<file path="src/rtl/rlsd_pkg.sv">
// Package for the run-length stream decoder.
// Holds item structs, the front-to-back command struct, phase and status codes.
// No dependencies.
package rlsd_pkg;

    // Input item: one compressed byte or an end-of-input marker
    typedef struct packed {
        logic [7:0] in_byte;
        logic       stream_end;
    } t_in_item;

    // Result item
    typedef struct packed {
        logic [7:0]  out_value;
        logic [15:0] repeat_count;
        logic [1:0]  status;
        logic [31:0] produced_total;
    } t_out_item;

    // Result status codes
    localparam logic [1:0] ST_DATA      = 2'd0;
    localparam logic [1:0] ST_MATCH     = 2'd1;
    localparam logic [1:0] ST_MISMATCH  = 2'd2;
    localparam logic [1:0] ST_PREMATURE = 2'd3;

    // Parser phase
    typedef enum logic [2:0] {
        PH_HDR_LO,
        PH_HDR_HI,
        PH_LITERAL,
        PH_RUN,
        PH_TRAILER,
        PH_STOPPED
    } t_phase;

    // Command kinds passed from front to back
    typedef enum logic [1:0] {
        CMD_DATA,
        CMD_CHECK,
        CMD_PREMATURE
    } t_cmd_kind;

    // Command from the parser to the executor
    typedef struct packed {
        t_cmd_kind   kind;
        logic [7:0]  value;
        logic [15:0] count;
        logic [31:0] expected;
    } t_cmd;

endpackage

</file>
<file path="src/rtl/rlsd_front.sv">
// Front end of the run-length stream decoder: parses headers, literals, runs
// and the size trailer and issues one command per result. Uses rlsd_pkg.
module rlsd_front
    import rlsd_pkg::*;
(
    input  logic     i_clk,
    input  logic     i_rst_n,
    input  logic     i_fire,
    input  t_in_item i_item,
    output logic     o_push,
    output t_cmd     o_cmd
);

    t_phase      r_phase, n_phase;
    logic [7:0]  r_hdr_low, n_hdr_low;
    logic [15:0] r_header, n_header;
    logic [14:0] r_lit_left, n_lit_left;
    logic [23:0] r_trailer, n_trailer;
    logic [1:0]  r_tr_idx, n_tr_idx;

    logic [15:0] hdr_word;
    logic [14:0] lit_dec;

    assign hdr_word = {i_item.in_byte, r_hdr_low};
    assign lit_dec  = r_lit_left - 15'd1;

    // Next phase
    always_comb begin
        n_phase = r_phase;
        if (i_fire && r_phase != PH_STOPPED) begin
            if (i_item.stream_end) begin
                n_phase = PH_STOPPED;
            end else begin
                case (r_phase)
                    PH_HDR_LO: n_phase = PH_HDR_HI;
                    PH_HDR_HI: begin
                        if (hdr_word == 16'd0) begin
                            n_phase = PH_TRAILER;
                        end else if (hdr_word[15]) begin
                            n_phase = PH_RUN;
                        end else begin
                            n_phase = PH_LITERAL;
                        end
                    end
                    PH_LITERAL: begin
                        if (lit_dec == 15'd0) n_phase = PH_HDR_LO;
                    end
                    PH_RUN:     n_phase = PH_HDR_LO;
                    PH_TRAILER: begin
                        if (r_tr_idx == 2'd3) n_phase = PH_STOPPED;
                    end
                    default:    n_phase = PH_STOPPED;
                endcase
            end
        end
    end

    // Commands and datapath updates
    always_comb begin
        o_push     = 1'b0;
        o_cmd      = '{kind: CMD_DATA, value: i_item.in_byte, count: 16'd1,
                       expected: {i_item.in_byte, r_trailer}};
        n_hdr_low  = r_hdr_low;
        n_header   = r_header;
        n_lit_left = r_lit_left;
        n_trailer  = r_trailer;
        n_tr_idx   = r_tr_idx;
        if (i_fire && r_phase != PH_STOPPED) begin
            if (i_item.stream_end) begin
                o_push     = 1'b1;
                o_cmd.kind = CMD_PREMATURE;
            end else begin
                case (r_phase)
                    PH_HDR_LO: n_hdr_low = i_item.in_byte;
                    PH_HDR_HI: begin
                        n_header   = hdr_word;
                        n_lit_left = hdr_word[14:0];
                        n_trailer  = '0;
                        n_tr_idx   = '0;
                    end
                    PH_LITERAL: begin
                        o_push     = 1'b1;
                        n_lit_left = lit_dec;
                    end
                    PH_RUN: begin
                        // run length is the negated header, 1 to 32768
                        o_push      = 1'b1;
                        o_cmd.count = (~r_header) + 16'd1;
                    end
                    PH_TRAILER: begin
                        if (r_tr_idx == 2'd3) begin
                            o_push     = 1'b1;
                            o_cmd.kind = CMD_CHECK;
                        end else begin
                            case (r_tr_idx)
                                2'd0:    n_trailer[7:0]   = i_item.in_byte;
                                2'd1:    n_trailer[15:8]  = i_item.in_byte;
                                default: n_trailer[23:16] = i_item.in_byte;
                            endcase
                            n_tr_idx = r_tr_idx + 2'd1;
                        end
                    end
                    default: ;
                endcase
            end
        end
    end

    // State registers
    always_ff @(posedge i_clk) begin
        if (!i_rst_n) begin
            r_phase    <= PH_HDR_LO;
            r_hdr_low  <= '0;
            r_header   <= '0;
            r_lit_left <= '0;
            r_trailer  <= '0;
            r_tr_idx   <= '0;
        end else begin
            r_phase    <= n_phase;
            r_hdr_low  <= n_hdr_low;
            r_header   <= n_header;
            r_lit_left <= n_lit_left;
            r_trailer  <= n_trailer;
            r_tr_idx   <= n_tr_idx;
        end
    end

endmodule

</file>
<file path="src/rtl/rlsd_queue.sv">
// Short command queue between the parser and the executor.
// Uses rlsd_pkg for the command type.
module rlsd_queue
    import rlsd_pkg::*;
#(
    parameter int DEPTH = 4
) (
    input  logic i_clk,
    input  logic i_rst_n,
    input  logic i_push,
    input  t_cmd i_cmd,
    input  logic i_pop,
    output logic o_full,
    output logic o_empty,
    output t_cmd o_cmd
);

    localparam int PW = (DEPTH > 1) ? $clog2(DEPTH) : 1;
    localparam int CW = $clog2(DEPTH + 1);
    localparam logic [PW-1:0] LAST = PW'(DEPTH - 1);
    localparam logic [CW-1:0] FULL_CNT = CW'(DEPTH);

    t_cmd          r_mem [DEPTH];
    logic [PW-1:0] r_wr_ptr, r_rd_ptr;
    logic [CW-1:0] r_count;
    logic          do_push, do_pop;

    assign o_full  = (r_count == FULL_CNT);
    assign o_empty = (r_count == '0);
    assign o_cmd   = r_mem[r_rd_ptr];
    assign do_push = i_push && !o_full;
    assign do_pop  = i_pop && !o_empty;

    // Storage
    always_ff @(posedge i_clk) begin
        if (do_push) r_mem[r_wr_ptr] <= i_cmd;
    end

    // Pointers and fill count
    always_ff @(posedge i_clk) begin
        if (!i_rst_n) begin
            r_wr_ptr <= '0;
            r_rd_ptr <= '0;
            r_count  <= '0;
        end else begin
            if (do_push) r_wr_ptr <= (r_wr_ptr == LAST) ? '0 : r_wr_ptr + PW'(1);
            if (do_pop)  r_rd_ptr <= (r_rd_ptr == LAST) ? '0 : r_rd_ptr + PW'(1);
            if (do_push && !do_pop)      r_count <= r_count + CW'(1);
            else if (do_pop && !do_push) r_count <= r_count - CW'(1);
        end
    end

endmodule

</file>
<file path="src/rtl/rlsd_back.sv">
// Back end of the run-length stream decoder: keeps the decoded byte count,
// checks the trailer size and holds the result register. Uses rlsd_pkg.
module rlsd_back
    import rlsd_pkg::*;
(
    input  logic      i_clk,
    input  logic      i_rst_n,
    input  logic      i_cmd_avail,
    input  t_cmd      i_cmd,
    output logic      o_pop,
    output logic      o_valid,
    input  logic      i_stall,
    output t_out_item o_data
);

    logic [31:0] r_total, n_total;
    logic        r_valid;
    t_out_item   r_out, n_out;

    // Take a command whenever the result register is free or draining
    assign o_pop   = i_cmd_avail && (!r_valid || !i_stall);
    assign o_valid = r_valid;
    assign o_data  = r_out;

    // Execute the command at the head of the queue
    always_comb begin
        n_total = r_total + {16'd0, i_cmd.count};
        n_out   = '{out_value: 8'd0, repeat_count: 16'd0, status: ST_PREMATURE,
                    produced_total: r_total};
        case (i_cmd.kind)
            CMD_DATA: begin
                n_out.out_value      = i_cmd.value;
                n_out.repeat_count   = i_cmd.count;
                n_out.status         = ST_DATA;
                n_out.produced_total = n_total;
            end
            CMD_CHECK: begin
                n_out.status = (i_cmd.expected == r_total) ? ST_MATCH : ST_MISMATCH;
            end
            default: ;
        endcase
    end

    // Control registers
    always_ff @(posedge i_clk) begin
        if (!i_rst_n) begin
            r_valid <= 1'b0;
            r_total <= '0;
        end else begin
            if (o_pop) begin
                r_valid <= 1'b1;
                if (i_cmd.kind == CMD_DATA) r_total <= n_total;
            end else if (!i_stall) begin
                r_valid <= 1'b0;
            end
        end
    end

    // Result payload
    always_ff @(posedge i_clk) begin
        if (o_pop) r_out <= n_out;
    end

endmodule

</file>
<file path="src/rtl/run_length_stream_decoder_core.sv">
// Run-length stream decoder, top level. Takes one compressed byte per cycle
// and returns literal bytes and repeat runs as (byte, count) results, then a
// final status: sizes match, size mismatch or premature end. The block accepts
// one item every cycle while the command queue has room; a result is
// registered in the command queue, then the result register. Output stalls are
// absorbed by the QUEUE_DEPTH-entry command queue between the parser and the
// executor before the input stalls. After a final status every item is
// accepted and dropped until reset. Depends on rlsd_pkg and the rlsd_* modules.
module run_length_stream_decoder_core
    import rlsd_pkg::*;
#(
    parameter int QUEUE_DEPTH = 4
) (
    input  logic      i_clk,
    input  logic      i_rst_n,
    input  logic      i_valid,
    output logic      o_stall,
    input  t_in_item  i_data,
    output logic      o_valid,
    input  logic      i_stall,
    output t_out_item o_data
);

    logic q_full, q_empty, push, pop, in_fire;
    t_cmd front_cmd, head_cmd;

    assign o_stall = q_full;
    assign in_fire = i_valid && !q_full;

    // Parser
    rlsd_front u_front (
        .i_clk   (i_clk),
        .i_rst_n (i_rst_n),
        .i_fire  (in_fire),
        .i_item  (i_data),
        .o_push  (push),
        .o_cmd   (front_cmd)
    );

    // Command queue
    rlsd_queue #(
        .DEPTH (QUEUE_DEPTH)
    ) u_queue (
        .i_clk   (i_clk),
        .i_rst_n (i_rst_n),
        .i_push  (push),
        .i_cmd   (front_cmd),
        .i_pop   (pop),
        .o_full  (q_full),
        .o_empty (q_empty),
        .o_cmd   (head_cmd)
    );

    // Executor and result register
    rlsd_back u_back (
        .i_clk       (i_clk),
        .i_rst_n     (i_rst_n),
        .i_cmd_avail (!q_empty),
        .i_cmd       (head_cmd),
        .o_pop       (pop),
        .o_valid     (o_valid),
        .i_stall     (i_stall),
        .o_data      (o_data)
    );

endmodule
</file>
<file path="config.mk">
export PLATFORM = sky130hd
export DESIGN_NAME = run_length_stream_decoder_core
export DESIGN_NICKNAME = d
export VERILOG_FILES = /design/src/rtl/rlsd_pkg.sv /design/src/rtl/rlsd_front.sv /design/src/rtl/rlsd_queue.sv /design/src/rtl/rlsd_back.sv /design/src/rtl/run_length_stream_decoder_core.sv
export SDC_FILE = /design/constraint.sdc
export NUM_CORES = 1
export LEC_CHECK = 0
export ABC_CLOCK_PERIOD_IN_PS = 11400
export BUFFER_PORTS_ARGS = -buffer_cell sky130_fd_sc_hd__buf_2
export CAP_MARGIN = 5
export CORE_ASPECT_RATIO = 1.2
export CORE_MARGIN = 3
export CORE_UTILIZATION = 45
export DETAILED_ROUTE_END_ITERATION = 12
export GPL_TIMING_DRIVEN = 0
export HOLD_SLACK_MARGIN = 0.12
export PLACE_DENSITY = 0.7
export SLEW_MARGIN = 5
export SYNTH_ARGS = -nofsm -noshare
export SYNTH_HDL_FRONTEND = slang
export SYNTH_SLANG_ARGS = --single-unit
</file>
<file path="constraint.sdc">
create_clock -name i_clk -period 11.4 [get_ports i_clk]
set_input_delay 0.57 -clock i_clk [delete_from_list [all_inputs] [get_ports i_clk]]
set_output_delay 0.57 -clock i_clk [all_outputs]
set_load 0.02 [all_outputs]
</file>
==> results.py, run 1 <==
metrics = {
    "logic_synthesis": {
        "async_reset_ff_share_pct": 0,
        "syn-mean-instance-area_um2": 12.8,
        "synth_compound_area_share_pct": 7.93,
        "synth.distinct_cells": 78,
        "netlist_area_mm2": 0.0164,
        "synth-xor-area-share_pct": 4.10,
        "synth_top_area_share_pct": 47.1,
        "synthesis.nets": 1331,
        "ys_top_cells_by_area": "edfxtp_1, dfxtp_1, mux4_2",
        "synthSimpleGateAreaFrac_pct": 12.1,
        "ys_seq_area_share_pct": 60.5,
        "synth_seq_cells": 368,
        "ys_warn_count": 0,
        "syn_inst": 1288,
        "synth.area.mux_share_pct": 10.3,
        "ys.flop_type": "edfxtp_1",
        "synth.most_common_cell": "edfxtp_1",
        "synth_top_family_by_area": "simple AND/OR/NAND/NOR gates",
        "synthAdderAreaFrac_pct": 2.37,
        "synth_area_leader_cell": "edfxtp_1",
        "synth_edf_count": 258,
        "synth_commonest_cells": "edfxtp_1, nand2_1, dfxtp_1, nor2_1",
    },
    "clock_tree": {
        "cts_root_buf": "clkbuf_16",
        "postCtsHoldBufs": 0,
        "post_cts.resized_instances": 0,
        "tritoncts": "built",
        "path_clk_slew_ns": 0.06,
        "postCtsSetupBuffers": 0,
        "clk_path_buf_depth": 3,
        "cts_max_level": 2,
        "cts_made_buffers": 36,
        "clock_latency_ns": 0.52,
        "cts.sinks": 368,
    },
    "routing": {
        "ant_nets": 0,
        "drt-initial-drc-count": 984,
        "vias": 10700,
        "wl_per_cell_um": 20.6,
        "drcViolationCount": 0,
        "routed_wl_um": 38900,
        "avgViaCountPerCell": 5.66,
        "drt-pass1-iter-count": 5,
    },
    "power": {
        "clkPwrFrac_pct": 27.2,
        "power.share.switching_pct": 33.8,
        "p_leak_nw": 6.56,
        "power_frac_seq_pct": 40.0,
        "p_per_area_mw_per_mm2": 235,
        "power.internal_mw": 2.90,
        "ir_drop_mv": 0.0853,
        "p_switching_mw": 1.48,
        "comb_power_share_pct": 32.8,
    },
    "die": {
        "die_w_um": 181,
        "pin_count": 73,
        "die_h_um": 215,
        "core_mm2": 0.0359,
        "start_util_pct": 45.8,
        "dieArea_mm2": 0.0389,
        "rows": 76,
    },
    "placed_design": {
        "io_buffers": 71,
        "hpwl_um": 26900,
        "gp_congestion": 0.894,
    },
    "outcome": {
        "outcome": "completed",
    },
    "timing": {
        "rsz0062_at_grt": "no",
        "tightest_slew_ns": 0.986,
        "hold_viol": 0,
        "max_freq_mhz": 191,
        "whs_ns": 0.312,
        "final.setup_skew_ns": 0.0148,
        "slew_violations": 0,
        "setup_tns_ns": 0,
        "min_period_ns": 5.24,
        "finalCritPeriodShare_pct": 45.9,
        "setup_viol": 0,
        "maxSlewHeadroom_pct": 34.3,
    },
    "critical_path": {
        "cpPeakStageDelay_ns": 0.61,
        "critPathBufInv": 4,
        "cp_cell_sequence": "clkbuf_1, clkbuf_1, clkbuf_1, mux4_2, ha_1, a21o_1, a21o_1, a21o_1, a21oi_1, buf_2, a211oi_1, xor2_1",
        "arrival_ns": 5.50,
        "worst-setup-path-type": "flop to flop",
        "end_kind": "flop",
        "cp_data_required_time_ns": 11.66,
        "cpLargestDelayFamily": "buffers and inverters",
        "cp_max_fo": 10,
        "r2r_cells": 12,
        "cp_slowest_cell": "clkbuf_1",
        "crit_cells": 12,
        "start_kind": "flop",
    },
    "cells_and_area": {
        "finalNetCount": 1441,
        "drive_above_1_share_pct": 14.1,
        "n_fill_cell": 3048,
        "area_growth_syn_to_layout_pct": 13.1,
    },
    "worst_hold_path": {
        "min_path_cells": 3,
        "hp-class": "input pin to flop",
    },
    "flow_run": {
        "drv_cap": 0,
    },
    "grt": {
        "grt_pass1_wl_um": 60500,
        "antenna_found_initial": 0,
        "grt-ovfl-total": 0,
        "grt_max_degree": 53,
        "grt_pass1_vias": 10600,
        "track_usage_pct": 19.8,
    },
}
final timing paths:
path                                startpoint                end  slack [ns]
worst max-delay path                      flop  u_back.o_data[27]        6.16
worst min-delay path                   i_stall     u_back.o_valid        0.31
worst max register to register            flop  u_back.o_data[27]        6.16
worst min register to register  u_back.o_valid     u_back.o_valid        0.47
per-layer routing:
layer	up-vias	track usage, %	part of all wire [%]
li1	5020	-	-
met1	5261	25.2	42
met2	332	34.0	49
met3	96	3.12	4.9
met4	0	7.83	4.1
met5	-	0	0
power groups by stage:
stage / clock, mW / combinational, mW / sequential, mW
4_1_cts: 1.21 / 1.44 / 1.75
6_report: 1.19 / 1.44 / 1.75
2_1_floorplan: 0 / 0.865 / 1.90
5_1_grt: 1.27 / 1.55 / 1.77
3_5_place_dp: 0 / 1.43 / 1.78
3_3_place_gp: 0 / 1.40 / 1.78
cells by family (layout without fill, tap and decap cells):
| kind of cell | count (synthesis) | count (layout) |
|---|---|---|
| flops | 368 | 368 |
| simple gates | 405 | 405 |
| buf+inv | 98 | 234 |
| xor+xnor | 77 | 77 |
| other cells | 0 | 1 |
| fa+ha+maj | 30 | 30 |
| compound gates | 200 | 200 |
| mux | 110 | 110 |
metrics by stage:
stage	setup slack, ns	instance area (um^2)	instances	power (mW)	util, %
global placement	6.12	17400	1827	3.19	48.4
finish	6.16	18600	1893	4.38	51.8
detailed placement	6.15	17400	1828	3.21	48.5
global route	5.91	18600	1892	4.58	51.8
CTS	6.13	18600	1892	4.40	51.8
floorplan	7.47	16400	1288	2.76	-
worst min-delay path, delay by kind of cell:
family          cells  cell delay, ns
compound gates      1            0.05
buf+inv             1            0.11
simple gates        1            0.06
flip-flops by register name, summed over array words and instances, names as in the netlist, named ones only:
register / count
u_queue.r_mem: 200
u_back.r_total: 32
u_front.r_tr_idx: 2
u_back.o_data: 58
u_queue.r_wr_ptr: 2
u_back.o_valid: 1
u_front.r_lit_left: 15
u_queue.r_count: 3
u_front.r_hdr_low: 8
u_front.r_phase: 3
u_queue.r_rd_ptr: 2
u_front.r_header: 16
u_front.r_trailer: 24
area by class of cell:
cell class | count | area [um^2] | area share (%)
Sequential cell | 368 | 9950 | 53.5
Multi-Input combinational cell | 822 | 6070 | 32.6
Clock buffer | 52 | 1040 | 5.61
Tap cell | 468 | 586 | 3.15
Timing Repair Buffer | 72 | 383 | 2.06
Buffer | 67 | 324 | 1.74
Clock inverter | 12 | 135 | 0.726
Inverter | 31 | 118 | 0.632
Antenna cell | 1 | 2.50 | 0.0134
placed cells by master (no fill, tap or decap), types with 16 or more instances in the layout:
cell,n
nor2_1,107
dfxtp_1,110
clkbuf_16,39
a21oi_1,65
nand3_1,20
mux2i_1,65
nand2_1,119
ha_1,28
clkbuf_1,60
inv_1,30
buf_2,81
xor2_1,34
nor3_1,27
o21ai_0,38
and2_1,41
mux4_2,37
edfxtp_1,258
xnor2_1,43
nand2b_1,16
Power figures use the tool's default switching activity.
==> inputs of run 2 (changes only) <==
--- a/config.mk
+++ b/config.mk
@@ -5,7 +5,7 @@
 export SDC_FILE = /design/constraint.sdc
 export NUM_CORES = 1
 export LEC_CHECK = 0
-export ABC_CLOCK_PERIOD_IN_PS = 11400
+export ABC_CLOCK_PERIOD_IN_PS = 5200
 export BUFFER_PORTS_ARGS = -buffer_cell sky130_fd_sc_hd__buf_2
 export CAP_MARGIN = 5
 export CORE_ASPECT_RATIO = 1.2
==> constraint.sdc (replaced) <==
create_clock -name i_clk -period 5.2 [get_ports i_clk]
set_input_delay 0.26 -clock i_clk [delete_from_list [all_inputs] [get_ports i_clk]]
set_output_delay 0.26 -clock i_clk [all_outputs]
set_load 0.02 [all_outputs]
==> results.py, run 2 (synthesis results as in run 1) <==
metrics = {
    "outcome": {
        "outcome": "completed",
    },
    "routing": {
        "drt-pass1-iter-count": 5,
        "routed_wl_um": 38900,
        "drt-initial-drc-count": 949,
        "avgViaCountPerCell": 5.70,
        "vias": 10800,
        "ant_nets": 0,
        "wl_per_cell_um": 20.5,
        "drcViolationCount": 0,
    },
    "placed_design": {
        "io_buffers": 71,
        "gp_congestion": 0.894,
        "hpwl_um": 26900,
    },
    "critical_path": {
        "arrival_ns": 5.03,
        "worst-setup-path-type": "flop to flop",
        "r2r_cells": 12,
        "end_kind": "flop",
        "cp_max_fo": 10,
        "start_kind": "flop",
        "cp_data_required_time_ns": 5.46,
        "r2r-end": "u_back.o_data[27]",
        "r2r_slack_ns": 0.43,
    },
    "timing": {
        "final.setup_skew_ns": 0.0183,
        "tightest_slew_ns": 1.01,
        "slew_violations": 0,
        "rsz0062_at_grt": "no",
        "hold_viol": 0,
        "setup_viol": 0,
        "finalCritPeriodShare_pct": 91.7,
        "maxSlewHeadroom_pct": 32.5,
        "min_period_ns": 4.77,
        "max_freq_mhz": 210,
        "setup_tns_ns": 0,
    },
    "grt": {
        "antenna_found_initial": 0,
        "grt-ovfl-total": 0,
        "grt_max_degree": 53,
        "track_usage_pct": 19.8,
        "grt_pass1_wl_um": 60500,
        "grt_pass1_vias": 10600,
    },
    "flow_run": {
        "drv_cap": 0,
    },
    "clock_tree": {
        "path_clk_slew_ns": 0.06,
        "clk_path_buf_depth": 3,
        "cts.sinks": 368,
        "cts_max_level": 2,
        "clock_latency_ns": 0.52,
        "tritoncts": "built",
        "cts_made_buffers": 36,
        "cts_root_buf": "clkbuf_16",
        "postCtsSetupBuffers": 0,
    },
    "die": {
        "dieArea_mm2": 0.0389,
        "die_w_um": 181,
        "start_util_pct": 45.8,
        "core_mm2": 0.0359,
        "pin_count": 73,
        "die_h_um": 215,
        "rows": 76,
    },
    "power": {
        "finalPower_mw": 9.61,
        "p_per_area_mw_per_mm2": 515,
        "ir_drop_mv": 0.189,
        "p_leak_nw": 6.58,
    },
    "cells_and_area": {
        "layout_common_cells": "edfxtp_1, nand2_1, dfxtp_1",
        "largest-register": "u_queue.r_mem",
        "final_common_cell": "edfxtp_1",
        "n_fill_cell": 3048,
        "seqCellArea_mm2": 0.00995,
        "largest_reg_flops": 200,
        "drive_above_1_share_pct": 14.2,
        "finalNetCount": 1446,
        "multi_input_area_mm2": 0.00607,
        "area_growth_syn_to_layout_pct": 13.5,
    },
    "worst_hold_path": {
        "min_path_cells": 3,
        "hp-class": "input pin to flop",
        "min_to": "u_front.r_header[15]",
        "min-delay-start": "i_data[8]",
    },
}
==> run 2: cell types whose count changed in the layout (fill, tap and decap cells not counted) <==
| cell | previous run | this run |
|---|---|---|
| dlygate4sd3_1 | 0 | 5 |
| clkbuf_1 | 60 | 58 |
| clkbuf_2 | 0 | 2 |
==> run 2: final cells by class <==
type | count | share of cell area, %
buffer | 67 | 1.75
inverter | 31 | 0.630
timing repair buffer | 77 | 2.32
antenna | 1 | 0.0134
sequential | 368 | 53.3
multi-input combinational | 822 | 32.5
clock buffer | 52 | 5.60
tap | 468 | 3.14
clock inverter | 12 | 0.724
==> run 2: what timing repair did <==
| item | 4_1_cts | 5_1_grt |
|---|---|---|
| hold buffers | 5 | 0 |
| pin swaps | 0 | 0 |
| resized for setup | 1 | 2 |
| endpoints found under the hold margin | 18 | 0 |
| endpoints found under the setup margin | 7 | 13 |
==> run 2: worst max-delay path: stages (launching register included) <==
cell,delay [ns]
dfxtp_1,0.48
clkbuf_2,0.37
clkbuf_2,0.37
clkbuf_1,0.52
mux4_2,0.46
ha_1,0.40
a21o_1,0.21
a21o_1,0.19
a21o_1,0.24
a21oi_1,0.59
buf_2,0.37
a211oi_1,0.12
xor2_1,0.18
==> run 2: per-layer routing <==
metal	global-route usage, %	vias to the layer above	part of all wire (%)
met5	0	-	0
met4	7.83	0	4.2
met3	3.12	105	5.6
met2	34.0	334	49
met1	25.2	5360	41
li1	-	5013	-
==> run 2: metrics by stage <==
step                      instance area, um^2  worst slack [ns]  hold WS, ns  instances  utilization, %
after floorplan                         16400              1.27        0.359       1288               -
after global placement                  17400           -0.0753        0.454       1827            48.4
after detailed placement                17400           -0.0494        0.462       1828            48.5
after CTS                               18700             0.126        0.120       1897            51.9
after global routing                    18700             0.193        0.133       1897            51.9
final                                   18700             0.431        0.136       1898            51.9
==> run 2: power breakdown <==
group	internal, mW	switching (mW)
Clock	1.55	1.07
Combinational	1.17	1.98
Sequential	3.63	0.204
==> run 2: worst max-delay path by stage <==
stage / start / to / slack, ns / cells past startpoint
2_1_floorplan: flop / u_back.o_data[17] / 1.27 / 13
3_3_place_gp: flop / u_back.o_data[27] / -0.08 / 12
3_5_place_dp: flop / u_back.o_data[27] / -0.05 / 12
4_1_cts: flop / u_back.o_data[27] / 0.13 / 12
5_1_grt: flop / u_back.o_data[16] / 0.19 / 13
6_report: flop / u_back.o_data[27] / 0.43 / 12
